### config.mk
export PLATFORM = sky130hd
export DESIGN_NAME = imu_serial_frame_sync_parser_flat
export DESIGN_NICKNAME = d
export VERILOG_FILES = /design/src/rtl/core/isfsp_pkg.sv /design/src/rtl/core/isfsp_ifs.sv /design/src/rtl/core/isfsp_window.sv /design/src/rtl/core/imu_serial_frame_sync_parser.sv /design/src/flat_wrapper.sv
export VERILOG_INCLUDE_DIRS = /design/src /design/src/rtl/core
export SDC_FILE = /design/constraint.sdc
export NUM_CORES = 1
export LEC_CHECK = 0
export ABC_CLOCK_PERIOD_IN_PS = 21200
export BUFFER_PORTS_ARGS = -buffer_cell sky130_fd_sc_hd__buf_4
export CORE_ASPECT_RATIO = 0.6
export CORE_MARGIN = 1.5
export CORE_UTILIZATION = 60
export DETAILED_ROUTE_END_ITERATION = 10
export MAX_ROUTING_LAYER = met4
export PLACE_DENSITY = 0.8
export RECOVER_POWER = 100
export REMOVE_ABC_BUFFERS = 1
export SYNTH_ARGS = -nofsm -noshare
export SYNTH_HDL_FRONTEND = slang
export SYNTH_SLANG_ARGS = --single-unit
### constraint.sdc
create_clock -name clk -period 21.2 [get_ports clk]
set_input_delay 3.18 -clock clk [delete_from_list [all_inputs] [get_ports clk]]
set_output_delay 3.18 -clock clk [all_outputs]
set_load 0.01 [all_outputs]
### src/rtl/core/imu_serial_frame_sync_parser_assert.svh
// assertion macros shared by the frame sync parser rtl
// no dependencies; included by the modules that carry checks
`ifndef IMU_SERIAL_FRAME_SYNC_PARSER_ASSERT_SVH
`define IMU_SERIAL_FRAME_SYNC_PARSER_ASSERT_SVH

// condition and consequence in the same cycle
`define ISFSP_ASSERT_NOW(lbl, clk, rst_n, ante, cons) \
	lbl: assert property (@(posedge clk) disable iff (!rst_n) (ante) |-> (cons)) \
		else $error("isfsp: same-cycle check failed");

// consequence in the cycle after the condition
`define ISFSP_ASSERT_NEXT(lbl, clk, rst_n, ante, cons) \
	lbl: assert property (@(posedge clk) disable iff (!rst_n) (ante) |=> (cons)) \
		else $error("isfsp: next-cycle check failed");

`endif

### src/rtl/core/isfsp_pkg.sv
// types and constants of the serial frame sync parser
// no dependencies
`default_nettype none

package isfsp_pkg;

	localparam int unsigned WINDOW_LEN = 10;
	localparam logic [7:0]  SYNC_RESET = 8'h55;
	localparam logic [7:0]  TYPE_ACCEL = 8'h51;
	localparam logic [7:0]  TYPE_RATE  = 8'h52;
	localparam logic [7:0]  TYPE_QUAT  = 8'h59;
	localparam logic [3:0]  FILL_FULL  = 4'(WINDOW_LEN);

	typedef enum logic [1:0] {
		KIND_ACCEL = 2'd0,
		KIND_RATE  = 2'd1,
		KIND_QUAT  = 2'd2,
		KIND_OTHER = 2'd3
	} frame_kind_t;

	typedef struct packed {
		frame_kind_t        frame_kind;
		logic [7:0]         type_code;
		logic signed [15:0] word_first;
		logic signed [15:0] word_second;
		logic signed [15:0] word_third;
		logic signed [15:0] word_fourth;
	} frame_t;

	typedef struct packed {
		logic hit;
		logic full;
	} win_status_t;

	function automatic frame_kind_t kind_of(input logic [7:0] code);
		frame_kind_t k;
		case (code)
			TYPE_ACCEL: k = KIND_ACCEL;
			TYPE_RATE:  k = KIND_RATE;
			TYPE_QUAT:  k = KIND_QUAT;
			default:    k = KIND_OTHER;
		endcase
		return k;
	endfunction

endpackage

`default_nettype wire

### src/rtl/core/isfsp_ifs.sv
// stream interfaces of the frame sync parser: received bytes and decoded frames
// no dependencies
`default_nettype none

interface isfsp_byte_if;
	logic       valid;
	logic       ready;
	logic [7:0] rx_byte;

	modport source (output valid, output rx_byte, input ready);
	modport sink   (input valid, input rx_byte, output ready);
endinterface

interface isfsp_frame_if;
	logic               valid;
	logic               ready;
	logic [1:0]         frame_kind;
	logic [7:0]         type_code;
	logic signed [15:0] word_first;
	logic signed [15:0] word_second;
	logic signed [15:0] word_third;
	logic signed [15:0] word_fourth;

	modport source (output valid, output frame_kind, output type_code, output word_first,
		output word_second, output word_third, output word_fourth, input ready);
	modport sink   (input valid, input frame_kind, input type_code, input word_first,
		input word_second, input word_third, input word_fourth, output ready);
endinterface

`default_nettype wire

### src/rtl/core/isfsp_window.sv
// ten-byte shift window with fill count, checksum and frame match
// depends on isfsp_pkg and the assertion macro header
`default_nettype none
`include "imu_serial_frame_sync_parser_assert.svh"

module isfsp_window
	import isfsp_pkg::*;
(
	input  wire logic        clk,
	input  wire logic        arst_n,
	input  wire logic        take,
	input  wire logic [7:0]  rx_byte,
	input  wire logic [7:0]  sync_value,
	output win_status_t      status,
	output frame_t           frame
);

	logic [7:0] win_q [WINDOW_LEN];
	logic [3:0] fill_q;
	logic [7:0] pair [WINDOW_LEN/2];
	logic [7:0] quad0, quad1, sum;
	logic       full;
	logic       hit;

	// newest byte enters at the top, so a full window holds the oldest byte at 0
	always_comb begin
		for (int i = 0; i < WINDOW_LEN/2; i++) begin
			pair[i] = win_q[2*i] + win_q[2*i+1];
		end
		quad0 = pair[0] + pair[1];
		quad1 = pair[2] + pair[3];
		sum   = quad0 + quad1 + pair[4];
	end

	assign full = (fill_q == FILL_FULL);
	assign hit  = full && (win_q[0] == sync_value) && (sum == rx_byte);

	assign status.hit  = hit;
	assign status.full = full;

	assign frame.frame_kind  = kind_of(win_q[1]);
	assign frame.type_code   = win_q[1];
	assign frame.word_first  = {win_q[3], win_q[2]};
	assign frame.word_second = {win_q[5], win_q[4]};
	assign frame.word_third  = {win_q[7], win_q[6]};
	assign frame.word_fourth = {win_q[9], win_q[8]};

	always_ff @(posedge clk or negedge arst_n) begin
		if (!arst_n) begin
			fill_q <= '0;
		end else if (take) begin
			if (hit) begin
				fill_q <= '0;
			end else if (!full) begin
				fill_q <= fill_q + 4'd1;
			end
		end
	end

	// the window is left alone on a match, its bytes are dead once fill clears
	always_ff @(posedge clk) begin
		if (take && !hit) begin
			for (int i = 0; i < WINDOW_LEN - 1; i++) begin
				win_q[i] <= win_q[i+1];
			end
			win_q[WINDOW_LEN-1] <= rx_byte;
		end
	end

	`ISFSP_ASSERT_NOW(a_fill_range, clk, arst_n, 1'b1, fill_q <= FILL_FULL)
	`ISFSP_ASSERT_NEXT(a_hit_clears, clk, arst_n, take && hit, fill_q == 4'd0)
	`ISFSP_ASSERT_NEXT(a_fill_step, clk, arst_n, take && !full, fill_q == $past(fill_q) + 4'd1)

endmodule

`default_nettype wire

### src/rtl/core/imu_serial_frame_sync_parser.sv
// top level of the serial frame sync parser: config register and result register
// depends on isfsp_pkg, isfsp_ifs, isfsp_window and the assertion macro header
//
//  channel   dir  handshake         payload
//  rx        in   valid/ready       rx_byte
//  frame     out  valid/ready       frame_kind, type_code, word_first..word_fourth
//  cfg       in   cfg_wr_en only    cfg_wr_data -> sync_value
//
// a byte is taken every cycle while rx.ready is high; match and checksum are decided
// in the cycle the byte arrives and the result register shows the frame next cycle.
// reset empties the window and sets the sync byte to 0x55; no clearing pass.
// a waiting frame stalls rx only while frame.ready is low; the window has no
// separate skid, so rx.ready follows the result register alone.
`default_nettype none
`include "imu_serial_frame_sync_parser_assert.svh"

module imu_serial_frame_sync_parser
	import isfsp_pkg::*;
(
	input  wire logic       clk,
	input  wire logic       arst_n,
	input  wire logic       cfg_wr_en,
	input  wire logic [7:0] cfg_wr_data,
	isfsp_byte_if.sink      rx,
	isfsp_frame_if.source   frame
);

	logic [7:0]  sync_q;
	logic        out_valid_q;
	frame_t      res_q;
	win_status_t win_st;
	frame_t      win_frame;
	logic        take;
	logic        out_take;

	assign rx.ready = !out_valid_q || frame.ready;
	assign take     = rx.valid && rx.ready;
	assign out_take = out_valid_q && frame.ready;

	isfsp_window u_window (
		.clk        (clk),
		.arst_n     (arst_n),
		.take       (take),
		.rx_byte    (rx.rx_byte),
		.sync_value (sync_q),
		.status     (win_st),
		.frame      (win_frame)
	);

	always_ff @(posedge clk or negedge arst_n) begin
		if (!arst_n) begin
			sync_q <= SYNC_RESET;
		end else if (cfg_wr_en) begin
			sync_q <= cfg_wr_data;
		end
	end

	always_ff @(posedge clk or negedge arst_n) begin
		if (!arst_n) begin
			out_valid_q <= 1'b0;
		end else if (take && win_st.hit) begin
			out_valid_q <= 1'b1;
		end else if (out_take) begin
			out_valid_q <= 1'b0;
		end
	end

	always_ff @(posedge clk) begin
		if (take && win_st.hit) begin
			res_q <= win_frame;
		end
	end

	assign frame.valid       = out_valid_q;
	assign frame.frame_kind  = res_q.frame_kind;
	assign frame.type_code   = res_q.type_code;
	assign frame.word_first  = res_q.word_first;
	assign frame.word_second = res_q.word_second;
	assign frame.word_third  = res_q.word_third;
	assign frame.word_fourth = res_q.word_fourth;

	`ISFSP_ASSERT_NEXT(a_hit_shows, clk, arst_n, take && win_st.hit, out_valid_q)
	`ISFSP_ASSERT_NOW(a_stall_cause, clk, arst_n, !rx.ready, out_valid_q && !frame.ready)
	`ISFSP_ASSERT_NEXT(a_drain, clk, arst_n, out_take && !(take && win_st.hit), !out_valid_q)
	`ISFSP_ASSERT_NOW(a_hit_full, clk, arst_n, win_st.hit, win_st.full)

endmodule

`default_nettype wire
### src/flat_wrapper.sv
// flat-port wrapper written by rule: the top's interface ports become plain ports
module imu_serial_frame_sync_parser_flat import isfsp_pkg::*;
  (clk, arst_n, cfg_wr_en, cfg_wr_data, rx_valid, rx_rx_byte, rx_ready, frame_valid, frame_frame_kind, frame_type_code, frame_word_first, frame_word_second, frame_word_third, frame_word_fourth, frame_ready);
  isfsp_byte_if rx_i ();
  isfsp_frame_if frame_i ();
  input  wire logic clk;
  input  wire logic arst_n;
  input  wire logic cfg_wr_en;
  input  wire logic [7:0] cfg_wr_data;
  input wire logic [$bits(rx_i.valid)-1:0] rx_valid;
  input wire logic [$bits(rx_i.rx_byte)-1:0] rx_rx_byte;
  output wire logic [$bits(rx_i.ready)-1:0] rx_ready;
  output wire logic [$bits(frame_i.valid)-1:0] frame_valid;
  output wire logic [$bits(frame_i.frame_kind)-1:0] frame_frame_kind;
  output wire logic [$bits(frame_i.type_code)-1:0] frame_type_code;
  output wire logic [$bits(frame_i.word_first)-1:0] frame_word_first;
  output wire logic [$bits(frame_i.word_second)-1:0] frame_word_second;
  output wire logic [$bits(frame_i.word_third)-1:0] frame_word_third;
  output wire logic [$bits(frame_i.word_fourth)-1:0] frame_word_fourth;
  input wire logic [$bits(frame_i.ready)-1:0] frame_ready;
  assign rx_i.valid = rx_valid;
  assign rx_i.rx_byte = rx_rx_byte;
  assign rx_ready = rx_i.ready;
  assign frame_valid = frame_i.valid;
  assign frame_frame_kind = frame_i.frame_kind;
  assign frame_type_code = frame_i.type_code;
  assign frame_word_first = frame_i.word_first;
  assign frame_word_second = frame_i.word_second;
  assign frame_word_third = frame_i.word_third;
  assign frame_word_fourth = frame_i.word_fourth;
  assign frame_i.ready = frame_ready;
  imu_serial_frame_sync_parser u_core (.clk(clk), .arst_n(arst_n), .cfg_wr_en(cfg_wr_en), .cfg_wr_data(cfg_wr_data), .rx(rx_i), .frame(frame_i));
endmodule
==> results of run 1 <==
## per-layer routing
metal / up-vias / part of all wire [%] / routed length, um
li1: 1524 / - / -
met1: 1781 / 48 / 6030
met2: 131 / 45 / 5640
met3: 6 / 6.8 / 861
met4: 0 / 0.56 / 70
met5: - / 0 / 0
## per-stage QoR
| step | setup WS, ns | instances |
|---|---|---|
| after CTS | 14.40 | 660 |
| after detailed placement | 14.40 | 629 |
| after global placement | 14.41 | 629 |
| after floorplan | 12.84 | 371 |
| after global routing | 11.22 | 660 |
| final | 11.93 | 660 |
## worst max-delay path, cell delays in order (launching register included)
cell,delay (ns)
edfxtp_1,0.48
fa_1,0.56
inv_1,0.05
fa_1,0.50
fa_1,0.53
fa_1,0.55
inv_1,0.05
fa_1,0.55
inv_1,0.06
fa_1,0.56
xor2_1,0.18
nand4_1,0.10
nor3_1,0.17
nand4_1,0.11
and4bb_1,0.46
nor2b_1,2.24
clkbuf_1,1.67
## where the power goes
group          switching [W]  internal (W)  leakage (nW)  total [W]
logic               0.000194      0.000194          1.15   0.000389
registers          0.0000170      0.000378          1.59   0.000395
clock network       0.000130      0.000164         0.267   0.000294
## sequential cells by signal, indices dropped and copies added, names as in the netlist
name	count
u_core.frame.frame_kind	2
u_core.u_window.fill_q	4
u_core.frame.word_third	16
u_core.frame.word_first	16
u_core.frame.type_code	8
u_core.frame.word_fourth	16
u_core.frame.word_second	16
u_core.sync_q	8
u_core.u_window.win_q	80
u_core.frame.valid	1
## cell usage in the layout, fill, tap and decap left out, types with 7 or more instances in the layout
cell	Yosys	layout
buf_4	0	9
clkbuf_1	1	88
clkbuf_16	0	17
dfrtp_1	9	9
edfxtp_1	154	154
fa_1	50	50
ha_1	13	13
inv_1	52	52
mux2_2	8	8
nand2_1	7	7
xnor2_1	27	27
xor2_1	9	9
## cells by family after synthesis
| group | after synthesis |
|---|---|
| buffers and inverters | 53 |
| adders and majority gates | 63 |
| AOI/OAI and AO/OA | 15 |
| muxes | 8 |
| and+or+nand+nor | 28 |
| xor gates and xnor gates | 38 |
| DFF | 167 |
## worst paths after layout
| check | startpoint | to | slack [ns] | cells past startpoint |
|---|---|---|---|---|
| max | u_core.u_window.win_q[9][2]$_DFFE_PP_ | u_core.frame.type_code[6]$_DFFE_PP_ | 11.93 | 16 |
| min | u_core.u_window.win_q[7][0]$_DFFE_PP_ | u_core.frame.word_third[8]$_DFFE_PP_ | 0.51 | 0 |
| max reg2reg | u_core.u_window.win_q[9][2]$_DFFE_PP_ | u_core.frame.type_code[6]$_DFFE_PP_ | 11.93 | 16 |
| min reg2reg | u_core.u_window.win_q[7][0]$_DFFE_PP_ | u_core.frame.word_third[8]$_DFFE_PP_ | 0.51 | 0 |
| max in group asynchronous | arst_n | u_core.u_window.fill_q[1]$_DFFE_PN0P_ | 18.01 | 1 |
| min in group asynchronous | arst_n | u_core.sync_q[1]$_DFFE_PN0P_ | 2.76 | 1 |
## final cells by class
type                       count  area (um2)  area share (%)
timing repair buffer          98         405            4.96
clock buffer                  17         425            5.20
multi-input combinational    152        1860            22.7
inverter                      52         195            2.39
clock inverter                14         140            1.71
sequential                   167        4950            60.6
tap                          160         200            2.45
==> impl_metrics.ini, run 1 <==
[outcome]
outcome = finished, violations left
failed_checks = capacitance limit, slew limit

[place]
dp_hpwl_um = 8610
place_congestion = 0.846
port_buffers = 96
place_area_mm2 = 0.00795

[drt]
routed_wl_um = 12600
drtIter0Drc = 230
drc = 0
vias = 3442
viasPerCell = 5.22
wl_per_cell_um = 19.1
ant_nets = 0
firstDrtPassIters = 4

[sta]
tns_ns = 0
rsz0062_at_grt = false
fmax_mhz = 108
final-hold-violation-count = 0
max_slew_margin_pct = -190
finalSetupViolations = 0
tightest_slew_ns = 4.35
slew_violations = 158
hold-worst-slack_ns = 0.508
period_share_pct = 43.7
finClkSkew_ns = 0.0156
period_needed_ns = 9.27

[finish]
drive_above_1_share_pct = 11.0
antenna_cells = 0
fin_util_pct = 72.1
fillers = 742
finalNetCount = 572
final_cell_area_mm2 = 0.00818
synthToLayoutAreaGrowth_pct = 16.7

[global_routing]
grt_pass1_wl_um = 19300
met3_usage_pct = 6.57
top_usage_layer = met1
antenna_found_initial = 0
track_usage_pct = 23.1
grt_remaining_overflow = 0
grt_max_degree = 81
grt_pass1_vias = 3487
use_met2_pct = 31.7
gr-usage-met1_pct = 34.7

[clocking]
postCtsSetupBuffers = 0
ctsHtreeMaxLevel = 4
cts_made_buffers = 17
cts.repair.resized = 0
clkTransAtPathRegs_ns = 0.06
hold_buffers = 0
clk_latency_ns = 0.43
clockBufferDepth = 2
clockRootBuffer = clkbuf_16
cts_tree = done
clock-sinks = 167

[synthesis]
synth_simple_gate_area_share_pct = 2.16
synth_fa_ha_area_share_pct = 16.6
synth-async-reset-ratio_pct = 7.78
yosysSeqAreaShare_pct = 70.7
synth_area_leaders = edfxtp_1, fa_1, xnor2_1, dfrtp_1, inv_1
synth_cell_type_count = 28
synth.top_cell.area_share_pct = 66.0
yosysMostFrequentCell = edfxtp_1
synthFlopType = edfxtp_1
synth_compound_area_share_pct = 1.34
synthesis.area_mm2 = 0.00701
post_synth.cell_area_avg_um2 = 18.8
yosys-top-cells-count = edfxtp_1, inv_1, fa_1
synth_top_family_by_area = adder cells
synthMuxAreaShare_pct = 1.29
yosysWarnings = 0
synth-edff-count = 154
ys_seq_elements = 167
synth-xor-area-share_pct = 5.05
netlist_instances = 372
yosysTopAreaCell = edfxtp_1

[setup_path]
critPathKind = reg2reg
cp-start-kind = flop
crit_required_ns = 21.20
critPathMaxFanout = 41
crit_path_end_kind = flop
critPathArrivalTime_ns = 9.27

[power_and_ir_drop]
ir_worst_vdd_mv = 0.0891
power_leakage_nw = 3.01
p_per_area_mw_per_mm2 = 132
power_w = 0.00108

[floorplanning]
fp.dieH_um = 86.7
num_rows = 30
io_pins = 97
core_area_mm2 = 0.0113
dieArea_mm2 = 0.0124
die_w_um = 143
start_util_pct = 61.8

[run]
drv_cap = 3

[worst_hold_path]
hold_path.class = reg2reg
(Power assumes the default switching activity.)
==> run 2, diff against run 1 <==
- ABC_CLOCK_PERIOD_IN_PS: 21200 -> 8600
- CORE_UTILIZATION: 60 -> 57
- PLACE_DENSITY: 0.8 -> 0.76
- clock period: 21.2 -> 8.6 ns (I/O delays scaled with it)
==> impl_metrics.ini, run 2 (synthesis results as in run 1) <==
[outcome]
outcome = complete, no violations

[setup_path]
critPathArrivalTime_ns = 7.18
crit_path_end_kind = flop
critPathMaxFanout = 38
critPathKind = reg2reg
crit_required_ns = 8.64
cp-start-kind = flop
r2r_slack_ns = 1.46

[sta]
period_needed_ns = 7.14
rsz0062_at_grt = false
final-hold-violation-count = 0
period_share_pct = 83.1
slew_violations = 0
max_slew_margin_pct = 8.49
fmax_mhz = 140
finClkSkew_ns = 0.00979
finalSetupViolations = 0
hold-worst-slack_ns = 0.505
tns_ns = 0
tightest_slew_ns = 1.37
fin_ws_ns = 1.46

[clocking]
postCtsSetupBuffers = 0
clockBufferDepth = 2
clkTransAtPathRegs_ns = 0.06
clock-sinks = 167
cts.repair.resized = 0
hold_buffers = 0
clk_latency_ns = 0.42
cts_made_buffers = 17
cts_tree = done
clockRootBuffer = clkbuf_16
ctsHtreeMaxLevel = 4

[global_routing]
grt_pass1_wl_um = 18900
use_met2_pct = 28.1
top_usage_layer = met1
gr-usage-met1_pct = 31.7
met3_usage_pct = 5.88
grt_max_degree = 55
grt_pass1_vias = 3373
track_usage_pct = 21.2
grt_remaining_overflow = 0
antenna_found_initial = 0

[power_and_ir_drop]
swShare_pct = 29.8
p_int_w = 0.00190
power_frac_clock_pct = 29.7
power_w = 0.00271
p_switching_w = 0.000808
ir_worst_vdd_mv = 0.257
power_leakage_nw = 3.05
pwr-share-comb_pct = 34.4
p_per_area_mw_per_mm2 = 328
seq_power_share_pct = 35.9

[place]
detailedPlace.worstSlack_ns = 2.29
dp_hpwl_um = 8610
port_buffers = 96
place_congestion = 0.815

[floorplanning]
die_w_um = 146
io_pins = 97
start_util_pct = 58.3
num_rows = 31
fp.dieH_um = 88.9
core_area_mm2 = 0.0120
dieArea_mm2 = 0.0130

[finish]
finalNetCount = 573
antenna_cells = 0
fillers = 837
mostFrequentLayoutCells = edfxtp_1, clkbuf_1, inv_1
drive_above_1_share_pct = 11.2
largest_reg_flops = 80
final_common_cell = edfxtp_1
fin_util_pct = 68.7
synthToLayoutAreaGrowth_pct = 17.8
largest-register = u_core.u_window.win_q

[drt]
routed_wl_um = 12300
vias = 3403
drc = 0
ant_nets = 0
wl_per_cell_um = 18.4
firstDrtPassIters = 5
viasPerCell = 5.10
drtIter0Drc = 251

[worst_hold_path]
hold_path.class = reg2reg

[run]
drv_cap = 0
[run 2: cell types whose count changed in the layout (fill, tap and decap cells not counted)]
cell | before | now
inv_6 | 5 | 3
inv_8 | 2 | 1
buf_4 | 9 | 10
o21ai_1 | 0 | 1
bufinv_16 | 1 | 4
clkbuf_2 | 0 | 2
o21ai_0 | 4 | 3
clkinv_2 | 1 | 0
clkinvlp_4 | 4 | 2
clkinv_4 | 1 | 2
clkinv_1 | 0 | 1
[run 2: routing by layer]
layer / vias to the layer above / routed length, um / share of wire [%]
li1: 1535 / - / -
met3: 10 / 883 / 7.2
met2: 131 / 5230 / 43
met1: 1727 / 6010 / 49
met4: 0 / 126 / 1.0
met5: - / 0 / 0
[run 2: critical path: stages, from the launching register on]
cell,delay (ns)
edfxtp_1,0.48
fa_1,0.53
inv_1,0.06
fa_1,0.52
fa_1,0.52
fa_1,0.55
inv_1,0.06
fa_1,0.56
inv_1,0.07
fa_1,0.56
xor2_1,0.17
nand4_1,0.11
nor3_1,0.18
nand4_1,0.10
and4bb_1,0.45
nor2b_1,0.93
clkbuf_2,0.88
[run 2: area by class of cell]
type	count	area [um2]	share of cell area, %
repair buffers	99	415	5.03
multi-input cells	152	1860	22.5
flip-flops and latches	167	4950	60.0
clock buffers	19	433	5.24
clock inverters	13	194	2.35
inverters	52	195	2.36
well taps	165	206	2.50
[run 2: power groups by stage]
stage / clock network, W / registers, W / logic [W]
after floorplan: 0 / 0.000975 / 0.000777
after global placement: 0 / 0.000984 / 0.000922
after detailed placement: 0 / 0.000988 / 0.000937
after CTS: 0.000813 / 0.000971 / 0.000951
after global routing: 0.000846 / 0.000977 / 0.00106
final: 0.000803 / 0.000972 / 0.000932
[run 2: worst paths after layout]
path / from / to / cells after the start
min in group asynchronous: arst_n / u_core.sync_q[7]$_DFFE_PN0P_ / 1
setup / recovery: u_core.u_window.win_q[1][2]$_DFFE_PP_ / u_core.frame.type_code[2]$_DFFE_PP_ / 16
setup reg to reg: u_core.u_window.win_q[1][2]$_DFFE_PP_ / u_core.frame.type_code[2]$_DFFE_PP_ / 16
hold / removal: u_core.u_window.win_q[2][0]$_DFFE_PP_ / u_core.u_window.win_q[1][0]$_DFFE_PP_ / 0
max in group asynchronous: arst_n / u_core.u_window.fill_q[3]$_DFFE_PN0P_ / 1
hold reg to reg: u_core.u_window.win_q[2][0]$_DFFE_PP_ / u_core.u_window.win_q[1][0]$_DFFE_PP_ / 0
[run 2: through the flow]
| stage | cell area, um2 | std cells |
|---|---|---|
| 2_1_floorplan | 7000 | 371 |
| 3_3_place_gp | 7970 | 635 |
| 3_5_place_dp | 7970 | 635 |
| 4_1_cts | 8590 | 667 |
| 5_1_grt | 8260 | 667 |
| 6_report | 8260 | 667 |
